===== config.mk =====
export PLATFORM = sky130hd
export DESIGN_NAME = heating_bus_telegram_rx_deframer_core
export DESIGN_NICKNAME = d
export VERILOG_FILES = /design/src/rtl/hbtd_pkg.sv /design/src/rtl/hbtd_ctrl.sv /design/src/rtl/hbtd_datapath.sv /design/src/rtl/heating_bus_telegram_rx_deframer_core.sv
export SDC_FILE = /design/constraint.sdc
export NUM_CORES = 1
export LEC_CHECK = 0
export BUFFER_PORTS_ARGS = -buffer_cell sky130_fd_sc_hd__buf_2
export CAP_MARGIN = 20
export CORE_MARGIN = 5
export CORE_UTILIZATION = 40
export DETAILED_ROUTE_END_ITERATION = 8
export PLACE_DENSITY = 0.67
export REMOVE_ABC_BUFFERS = 1
export SYNTH_ARGS = -nofsm -noshare
export SYNTH_HDL_FRONTEND = slang
export SYNTH_SLANG_ARGS = --single-unit
export TNS_END_PERCENT = 10

===== constraint.sdc =====
create_clock -name clock -period 4.1 [get_ports clock]
set_input_delay 0.82 -clock clock [delete_from_list [all_inputs] [get_ports clock]]
set_output_delay 0.82 -clock clock [all_outputs]
set_load 0.01 [all_outputs]

===== src/rtl/hbtd_pkg.sv =====
// ----------------------------------------------------------------------------
// hbtd_pkg
// Shared types for the telegram receive deframer: result status codes and
// the command / status bundles between controller and datapath.
// ----------------------------------------------------------------------------
package hbtd_pkg;

   typedef enum logic [2:0] {
      ST_OK        = 3'd0,
      ST_SHORT     = 3'd1,
      ST_CRC_ERROR = 3'd2,
      ST_TYPE_ZERO = 3'd3,
      ST_LONG      = 3'd4
   } status_type;

   // controller -> datapath
   typedef struct packed {
      logic store;    // byte item accepted
      logic eot;      // accepted item closes the telegram
      logic decode;   // check and decode the stored telegram
      logic read;     // fetch the next payload byte
      logic advance;  // result taken, step to the next payload byte
   } cmd_type;

   // datapath -> controller
   typedef struct packed {
      logic last_result;
   } sts_type;

endpackage


===== src/rtl/hbtd_ctrl.sv =====
// ----------------------------------------------------------------------------
// hbtd_ctrl
// Sequencer: collects bytes, then runs decode and the result run, one
// payload byte fetched from the store per result.
// ----------------------------------------------------------------------------
module hbtd_ctrl (
   input  logic             clock,
   input  logic             reset,
   input  logic             req_valid,
   input  logic             req_end_of_telegram,
   output logic             req_ready,
   output logic             rsp_valid,
   input  logic             rsp_ready,
   output hbtd_pkg::cmd_type cmd,
   input  hbtd_pkg::sts_type sts
);

   typedef enum logic [1:0] {
      S_COLLECT,
      S_DECODE,
      S_READ,
      S_SHOW
   } state_type;

   state_type state_ff;
   logic      req_ready_ff;
   logic      rsp_valid_ff;
   logic      store;

   assign store     = req_valid && req_ready_ff;
   assign req_ready = req_ready_ff;
   assign rsp_valid = rsp_valid_ff;

   always_comb begin
      cmd         = '0;
      cmd.store   = store;
      cmd.eot     = store && req_end_of_telegram;
      cmd.decode  = (state_ff == S_DECODE);
      cmd.read    = (state_ff == S_READ);
      cmd.advance = (state_ff == S_SHOW) && rsp_ready;
   end

   always_ff @(posedge clock) begin
      if (reset) begin
         state_ff     <= S_COLLECT;
         req_ready_ff <= 1'b1;
         rsp_valid_ff <= 1'b0;
      end else begin
         case (state_ff)
            S_COLLECT: begin
               if (store && req_end_of_telegram) begin
                  state_ff     <= S_DECODE;
                  req_ready_ff <= 1'b0;
               end
            end
            S_DECODE: begin
               state_ff <= S_READ;
            end
            S_READ: begin
               state_ff     <= S_SHOW;
               rsp_valid_ff <= 1'b1;
            end
            S_SHOW: begin
               if (rsp_ready) begin
                  rsp_valid_ff <= 1'b0;
                  if (sts.last_result) begin
                     state_ff     <= S_COLLECT;
                     req_ready_ff <= 1'b1;
                  end else begin
                     state_ff <= S_READ;
                  end
               end
            end
            default: begin
               state_ff     <= S_COLLECT;
               req_ready_ff <= 1'b1;
               rsp_valid_ff <= 1'b0;
            end
         endcase
      end
   end

endmodule


===== src/rtl/hbtd_datapath.sv =====
// ----------------------------------------------------------------------------
// hbtd_datapath
// Byte store, running CRC-8, header capture, decode and result registers.
// ----------------------------------------------------------------------------
module hbtd_datapath #(
   parameter int MAX_TELEGRAM_BYTES = 32
) (
   input  logic              clock,
   input  logic              reset,
   input  hbtd_pkg::cmd_type cmd,
   output hbtd_pkg::sts_type sts,
   input  logic [7:0]        req_rx_byte,
   output logic [2:0]        rsp_status,
   output logic [6:0]        rsp_source,
   output logic [6:0]        rsp_destination,
   output logic              rsp_is_read,
   output logic [7:0]        rsp_offset,
   output logic [15:0]       rsp_type_id,
   output logic [7:0]        rsp_data_byte,
   output logic              rsp_data_valid,
   output logic [4:0]        rsp_msg_length,
   output logic              rsp_bus_mask_bit,
   output logic [15:0]       rsp_crc_error_total,
   output logic              rsp_last
);

   localparam int LW = $clog2(MAX_TELEGRAM_BYTES + 2);  // count incl. overflow value
   localparam int AW = $clog2(MAX_TELEGRAM_BYTES);
   localparam int XW = (LW > 5) ? LW : 5;
   localparam int HDR_BYTES     = 7;
   localparam int PAYLOAD_LIMIT = 27;
   localparam logic [7:0]  CRC_POLY      = 8'h19;
   localparam logic [7:0]  EXT_MARK      = 8'hFF;
   localparam logic [15:0] EXT_TYPE_BASE = 16'd256;

   logic [7:0]    mem [MAX_TELEGRAM_BYTES];
   logic [7:0]    mem_q_ff;

   logic [LW-1:0] count_ff, count_in;
   logic [7:0]    crc_ff, crc_in;
   logic [7:0]    hdr_ff [HDR_BYTES];
   logic [LW-1:0] len_ff;
   logic          crc_ok_ff;
   logic          mask_known_ff, mask_known_in;
   logic          mask_value_ff, mask_value_in;
   logic [15:0]   err_cnt_ff, err_cnt_in;

   hbtd_pkg::status_type status_ff, status_in;
   logic [6:0]    src_ff, src_in;
   logic [6:0]    dst_ff, dst_in;
   logic          rd_ff, rd_in;
   logic [7:0]    off_ff, off_in;
   logic [15:0]   type_ff, type_in;
   logic [4:0]    mlen_ff, mlen_in;
   logic          payload_ff, payload_in;
   logic [AW-1:0] ptr_ff, ptr_in;
   logic [4:0]    remain_ff;

   logic          room;
   logic [LW-1:0] count_inc;

   function automatic logic [7:0] crc_shift(input logic [7:0] x);
      crc_shift = {x[6:0], 1'b0} ^ (x[7] ? CRC_POLY : 8'h00);
   endfunction

   assign room      = (count_ff < LW'(MAX_TELEGRAM_BYTES));
   assign count_inc = room ? (count_ff + LW'(1)) : LW'(MAX_TELEGRAM_BYTES + 1);

   // byte collection
   always_comb begin
      count_in = count_ff;
      crc_in   = crc_ff;
      if (cmd.store) begin
         count_in = count_inc;
         crc_in   = crc_shift(crc_ff) ^ req_rx_byte;
         if (cmd.eot) begin
            count_in = '0;
            crc_in   = '0;
         end
      end
   end

   // decode of the finished telegram
   always_comb begin
      logic [7:0]    gb [HDR_BYTES];
      logic          ext;
      logic [XW-1:0] len_x;
      logic [XW-1:0] mlen_w;
      logic [4:0]    mlen_c;
      logic [15:0]   type_c;
      logic [AW-1:0] start_c;

      for (int k = 0; k < HDR_BYTES; k++) begin
         gb[k] = (LW'(k) < len_ff) ? hdr_ff[k] : 8'h00;
      end
      len_x = XW'(len_ff);
      ext   = (gb[2] == EXT_MARK) && (len_ff >= LW'(6));

      if (!ext) begin
         type_c  = {8'h00, gb[2]};
         start_c = AW'(4);
         mlen_w  = (len_x >= XW'(5)) ? (len_x - XW'(5)) : '0;
      end else if (gb[1][7]) begin
         type_c  = {gb[5], gb[6]} + EXT_TYPE_BASE;
         start_c = AW'(4);
         mlen_w  = XW'(1);
      end else begin
         type_c  = {gb[4], gb[5]} + EXT_TYPE_BASE;
         start_c = AW'(6);
         mlen_w  = (len_x >= XW'(7)) ? (len_x - XW'(7)) : '0;
      end
      mlen_c = (mlen_w > XW'(PAYLOAD_LIMIT)) ? 5'(PAYLOAD_LIMIT) : mlen_w[4:0];

      mask_known_in = mask_known_ff;
      mask_value_in = mask_value_ff;
      err_cnt_in    = err_cnt_ff;
      status_in     = hbtd_pkg::ST_OK;
      src_in        = '0;
      dst_in        = '0;
      rd_in         = 1'b0;
      off_in        = '0;
      type_in       = '0;
      mlen_in       = '0;
      payload_in    = 1'b0;
      ptr_in        = start_c;

      if (len_ff > LW'(MAX_TELEGRAM_BYTES)) begin
         status_in = hbtd_pkg::ST_LONG;
      end else if (len_ff < LW'(2)) begin
         status_in = hbtd_pkg::ST_SHORT;
      end else if (!crc_ok_ff) begin
         status_in = hbtd_pkg::ST_CRC_ERROR;
         if (err_cnt_ff != 16'hFFFF) begin
            err_cnt_in = err_cnt_ff + 16'd1;
         end
      end else begin
         if (!mask_known_ff) begin
            mask_known_in = 1'b1;
            mask_value_in = hdr_ff[0][7];
         end
         src_in  = gb[0][6:0];
         dst_in  = gb[1][6:0];
         rd_in   = gb[1][7];
         off_in  = gb[3];
         mlen_in = mlen_c;
         if (type_c == 16'h0000) begin
            status_in = hbtd_pkg::ST_TYPE_ZERO;
         end else begin
            type_in    = type_c;
            payload_in = (mlen_c != 5'd0);
         end
      end
   end

   always_ff @(posedge clock) begin
      if (reset) begin
         count_ff      <= '0;
         crc_ff        <= '0;
         mask_known_ff <= 1'b0;
         mask_value_ff <= 1'b0;
         err_cnt_ff    <= '0;
      end else begin
         count_ff <= count_in;
         crc_ff   <= crc_in;
         if (cmd.decode) begin
            mask_known_ff <= mask_known_in;
            mask_value_ff <= mask_value_in;
            err_cnt_ff    <= err_cnt_in;
         end
      end
   end

   // byte store and header copy
   always_ff @(posedge clock) begin
      if (cmd.store && room) begin
         mem[count_ff[AW-1:0]] <= req_rx_byte;
      end
      if (cmd.store && (count_ff < LW'(HDR_BYTES))) begin
         hdr_ff[count_ff[2:0]] <= req_rx_byte;
      end
      if (cmd.eot) begin
         len_ff    <= count_inc;
         crc_ok_ff <= (req_rx_byte == crc_ff);  // CRC over all bytes before this one
      end
      if (cmd.read) begin
         mem_q_ff <= mem[ptr_ff];
      end
   end

   // result registers
   always_ff @(posedge clock) begin
      if (cmd.decode) begin
         status_ff  <= status_in;
         src_ff     <= src_in;
         dst_ff     <= dst_in;
         rd_ff      <= rd_in;
         off_ff     <= off_in;
         type_ff    <= type_in;
         mlen_ff    <= mlen_in;
         payload_ff <= payload_in;
         ptr_ff     <= ptr_in;
         remain_ff  <= mlen_in;
      end else if (cmd.advance) begin
         ptr_ff    <= ptr_ff + AW'(1);
         remain_ff <= remain_ff - 5'd1;
      end
   end

   assign sts.last_result = !payload_ff || (remain_ff == 5'd1);

   assign rsp_status          = status_ff;
   assign rsp_source          = src_ff;
   assign rsp_destination     = dst_ff;
   assign rsp_is_read         = rd_ff;
   assign rsp_offset          = off_ff;
   assign rsp_type_id         = type_ff;
   assign rsp_data_byte       = payload_ff ? mem_q_ff : 8'h00;
   assign rsp_data_valid      = payload_ff;
   assign rsp_msg_length      = mlen_ff;
   assign rsp_bus_mask_bit    = mask_value_ff;
   assign rsp_crc_error_total = err_cnt_ff;
   assign rsp_last            = sts.last_result;

endmodule


===== src/rtl/heating_bus_telegram_rx_deframer_core.sv =====
// ----------------------------------------------------------------------------
// heating_bus_telegram_rx_deframer_core
// Telegram receive deframer: CRC-8 check, header decode, payload run.
// ----------------------------------------------------------------------------
// Bytes without end mark can be offered back to back while req_ready is high.
// The end-marked byte is followed by a decode state, and each result needs
// a store read state before it is shown, so the input stays closed from the
// end-marked byte until the last result is taken, including any output stall.
// Synchronous active-high reset clears the sequencer, byte count, CRC, mask
// and error counter; the byte store is not cleared.
module heating_bus_telegram_rx_deframer_core #(
   parameter int MAX_TELEGRAM_BYTES = 32
) (
   input  logic        clock,
   input  logic        reset,
   input  logic        req_valid,
   output logic        req_ready,
   input  logic [7:0]  req_rx_byte,
   input  logic        req_end_of_telegram,
   output logic        rsp_valid,
   input  logic        rsp_ready,
   output logic [2:0]  rsp_status,
   output logic [6:0]  rsp_source,
   output logic [6:0]  rsp_destination,
   output logic        rsp_is_read,
   output logic [7:0]  rsp_offset,
   output logic [15:0] rsp_type_id,
   output logic [7:0]  rsp_data_byte,
   output logic        rsp_data_valid,
   output logic [4:0]  rsp_msg_length,
   output logic        rsp_bus_mask_bit,
   output logic [15:0] rsp_crc_error_total,
   output logic        rsp_last
);

   hbtd_pkg::cmd_type cmd;
   hbtd_pkg::sts_type sts;

   hbtd_ctrl u_ctrl (
      .clock               (clock),
      .reset               (reset),
      .req_valid           (req_valid),
      .req_end_of_telegram (req_end_of_telegram),
      .req_ready           (req_ready),
      .rsp_valid           (rsp_valid),
      .rsp_ready           (rsp_ready),
      .cmd                 (cmd),
      .sts                 (sts)
   );

   hbtd_datapath #(
      .MAX_TELEGRAM_BYTES (MAX_TELEGRAM_BYTES)
   ) u_datapath (
      .clock               (clock),
      .reset               (reset),
      .cmd                 (cmd),
      .sts                 (sts),
      .req_rx_byte         (req_rx_byte),
      .rsp_status          (rsp_status),
      .rsp_source          (rsp_source),
      .rsp_destination     (rsp_destination),
      .rsp_is_read         (rsp_is_read),
      .rsp_offset          (rsp_offset),
      .rsp_type_id         (rsp_type_id),
      .rsp_data_byte       (rsp_data_byte),
      .rsp_data_valid      (rsp_data_valid),
      .rsp_msg_length      (rsp_msg_length),
      .rsp_bus_mask_bit    (rsp_bus_mask_bit),
      .rsp_crc_error_total (rsp_crc_error_total),
      .rsp_last            (rsp_last)
   );

`ifndef NO_ASSERTIONS
   a_no_overlap : assert property (@(posedge clock) disable iff (reset)
      !(req_ready && rsp_valid))
      else $error("input taken while a result is pending");

   a_error_single : assert property (@(posedge clock) disable iff (reset)
      (rsp_valid && rsp_status != hbtd_pkg::ST_OK) |-> (rsp_last && !rsp_data_valid))
      else $error("error result not a single last item");

   a_payload_len : assert property (@(posedge clock) disable iff (reset)
      (rsp_valid && rsp_data_valid) |-> (rsp_msg_length != 5'd0))
      else $error("payload item with zero length");

   a_eot_stops_input : assert property (@(posedge clock) disable iff (reset)
      (req_valid && req_ready && req_end_of_telegram) |=> !req_ready)
      else $error("input still open after end of telegram");
`endif

endmodule

==> results by group <==
Status
  • Status: finished, final reports clean

Die
  • Ports: 89
  • Total die area: 48300 sq um
  • Row count: 76
  • Initial Util: 40.69%
  • Die height: 219.8 um
  • Die Width: 219.8 um
  • Core area: 43270 sq um

CTS
  • CTS clock-pin slew for the worst setup and hold paths: 0.06 ns
  • CTS tree: yes
  • CTS max path bufs: 3
  • Setup bufs post-CTS: 0
  • Htree depth: 2
  • Hold-fix buffers, CTS: 0
  • Clock root buffer: clkbuf_16
  • Post_cts resized: 0
  • Worst-skew pair later-pin latency: 0.56 ns
  • Cts bufs inserted: 44
  • Clock sink count: 421

Worst setup path
  • Crit path max-delay cell type: or4_4
  • WS Path Type: flop to flop
  • WP data required: 4.39 ns
  • CP Capture Type: flop
  • Worst setup SP type: flop
  • Critical path peak fanout: 15
  • Worst setup path startpoint: u_datapath.len_ff[4]
  • Max incr delay on CP: 0.72 ns
  • Crit path DAT: 4.00 ns
  • CP most frequent cell: nand3_1
  • Worst R2R Start: u_datapath.len_ff[4]
  • CP cell instances: or4_4, o21ai_4, nand3_1, o21ai_0, ha_1, nand3_1, xnor2_1, and3_4, a31oi_4, nand4_2, a221oi_2, a211oi_1

STA
  • RSZ-0062 raised after global routing: no
  • Fin crit period: 3.712 ns
  • Max Fclk: 269.4 MHz
  • Final Max Tran Viols: 0
  • Post-route clock skew: 0.01558 ns
  • Final worst setup slack: 0.3878 ns
  • Headroom to the max-slew limit: 40.17%
  • Period utilization: 90.54%
  • Final setup violation count: 0
  • Fin. Hold Viols: 0
  • Worst Max-Slew Pin Slew: 0.8974 ns

Pwr
  • Total leakage power: 6.746 nW
  • Clock share of power: 40.8%
  • Final Power: 0.009011 W
  • Combinational power share: 5.8%
  • Switching power: 0.001921 W
  • VDD IR max: 0.0003398 V
  • Switching Share: 21.32%
  • Int Pwr: 0.007089 W
  • Power per cell area: 446.2 nW/um^2
  • Seq pwr share: 53.4%

Placed design
  • Post-DP HPWL: 24.55 mm
  • Pre-CTS setup slack: 0.3904 ns
  • RD Place Congestion: 0.9013
  • Input/output buffers: 88

Global route
  • Met1 Track Usage GR: 22.37%
  • Met2 Use GR: 24.45%
  • Initial antenna violation count: 0
  • GRT Max-Usage Layer: met2
  • First-pass GRT wire length: 57.42 mm
  • Met3 usage: 3.283%
  • GRT Overall Usage: 15.57%
  • Number of global-route vias before repair: 9514
  • Aggregate global routing overflow: 0
  • Largest net degree at the start of global routing: 67

Synthesis
  • Yosys cell types: 77
  • Asr flop ratio synth: 0%
  • Avg Cell Area, Syn: 16.47 sq um
  • Dominant cell type by area after synthesis: edfxtp_1
  • Synth top area cells: edfxtp_1, mux4_2, dfxtp_1, nor2_1, xnor2_1
  • Synthesis warning total: 0
  • Primary FF master, synth: edfxtp_1
  • Post-synthesis sequential area ratio: 69.77%
  • Syn Std Cell Area: 17600 sq um
  • Synth Instances: 1069
  • Seq cells post-synth: 421
  • Number of synthesized flops with an enable pin: 385
  • Count leader, synth: edfxtp_1
  • Synth top area share: 65.68%
  • Top cells by count, synth: edfxtp_1, nor2_1, mux4_2, clkbuf_1, nand2_1

Final layout
  • Antenna cells: 0
  • Share of cells above drive strength 1: 23.99%
  • Synthesis-to-layout area growth: 14.71%
  • Layout fillers: 3675
  • Final #Nets: 1213

Detailed routing
  • Wire per inst: 20.88 um
  • Routed vias/inst: 5.358
  • Antenna-violating nets left: 0
  • DRT Pass-1 Iters: 5
  • Detailed Route Iter0 Violations: 894
  • DR DRC count: 0
  • WL final: 37.63 mm
  • Vias after detailed routing: 9656

Hold path
  • Hold WC Path Type: flop to flop
  • Min-delay src: u_datapath.rsp_crc_error_total[5]

Job
  • Maxcap violations: 0
## through the flow
step,util [%],std cells,hold WS (ns),TNS [ns],instance area [sq um]
2_1_floorplan,-,1016,0.4547,-1.429,17370
3_3_place_gp,43.50,1721,0.4734,0,18820
3_5_place_dp,43.50,1721,0.4880,0,18820
4_1_cts,46.58,1799,0.5044,0,20150
5_1_grt,46.67,1802,0.5464,0,20190
6_report,46.67,1802,0.5042,0,20190
## power groups by stage
stage	Clock (W)	Sequential, W	Combinational [W]
floorplan	0	0.00493	0.000266
global placement	0	0.00490	0.000509
detailed placement	0	0.00491	0.000517
CTS	0.00377	0.00482	0.000520
global route	0.00396	0.00482	0.000568
finish	0.00368	0.00481	0.000522
## layout by cell type, fill, tap and decap left out, types with 4 or more instances in the layout
cell type / count
nor2_1: 96
xor2_1: 16
nand2_1: 38
clkbuf_16: 46
clkinv_2: 7
or3_1: 8
nand3_1: 26
o21ai_0: 28
and3_1: 28
nand4_1: 15
nor3_1: 16
nor2b_1: 8
inv_1: 16
o211ai_1: 6
mux4_2: 80
nand2b_1: 8
a22oi_1: 11
clkbuf_1: 13
clkinv_1: 7
a211oi_1: 6
dfxtp_1: 36
mux2i_1: 9
mux2_2: 12
xnor2_1: 25
buf_4: 30
ha_1: 15
and2_1: 21
nand3b_1: 6
o21ai_1: 4
a21oi_1: 27
buf_2: 89
edfxtp_1: 385
## worst paths after layout
| check | slack, ns | to | depth (start not counted) |
|---|---|---|---|
| min | 0.50 | u_datapath.rsp_crc_error_total[5] | 2 |
| max | 0.39 | u_datapath.rsp_data_valid | 12 |
| max reg2reg | 0.39 | u_datapath.rsp_data_valid | 12 |
| min reg2reg | 0.50 | u_datapath.rsp_crc_error_total[5] | 2 |
## final cells by class
| cell class | count | area [sq um] | area share, % |
|---|---|---|---|
| Multi-Input combinational cell | 578 | 5024 | 24.88 |
| Clock inverter | 19 | 132.6 | 0.6568 |
| Clock buffer | 59 | 1200 | 5.942 |
| Tap cell | 585 | 732.0 | 3.625 |
| Timing Repair Buffer | 123 | 758.2 | 3.755 |
| Inverter | 17 | 63.81 | 0.3160 |
| Sequential cell | 421 | 12280 | 60.83 |
## cell families (layout without fill, tap and decap cells)
| group | Yosys count | in the layout | synth area share (%) |
|---|---|---|---|
| DFF | 421 | 421 | 69.77 |
| and+or+nand+nor | 288 | 288 | 8.359 |
| AOI/OAI and AO/OA | 130 | 130 | 5.217 |
| muxes | 104 | 104 | 11.86 |
| buffers and inverters | 70 | 218 | 1.692 |
| xor gates and xnor gates | 41 | 41 | 2.040 |
| adders and majority gates | 15 | 15 | 1.066 |
## registers in the layout (all words and copies together) (netlist names), 2 cells and up
name and flops:
u_datapath.len_ff 6, u_datapath.crc_ff 8, u_ctrl.state_ff 2, u_datapath.count_ff 6, u_datapath.ptr_ff 5, u_datapath.mem 256
u_datapath.rsp_offset 8, u_datapath.hdr_ff 56, u_datapath.mem_q_ff 8, u_datapath.rsp_destination 7, u_datapath.remain_ff 5, u_datapath.rsp_crc_error_total 16
u_datapath.rsp_type_id 16, u_datapath.rsp_msg_length 5, u_datapath.rsp_source 7, u_datapath.rsp_status 3
## worst max-delay path: cells and delay by family (launching register included)
kind,cells,cell delay [ns]
AND/OR/NAND/NOR,5,1.30
XOR/XNOR,1,0.14
AO/OA/AOI/OAI,5,1.09
flip-flops,1,0.53
adder cells (fa/ha/maj),1,0.39
## metal layers
metal / vias up / part of all wire, % / wire length, um
li1: 4447 / - / -
met5: - / 0 / 0
met1: 4878 / 44 / 16730
met4: 0 / 1.8 / 665
met2: 282 / 46 / 17490
met3: 49 / 7.3 / 2741
Note: power is estimated with default switching activity, not from simulation.
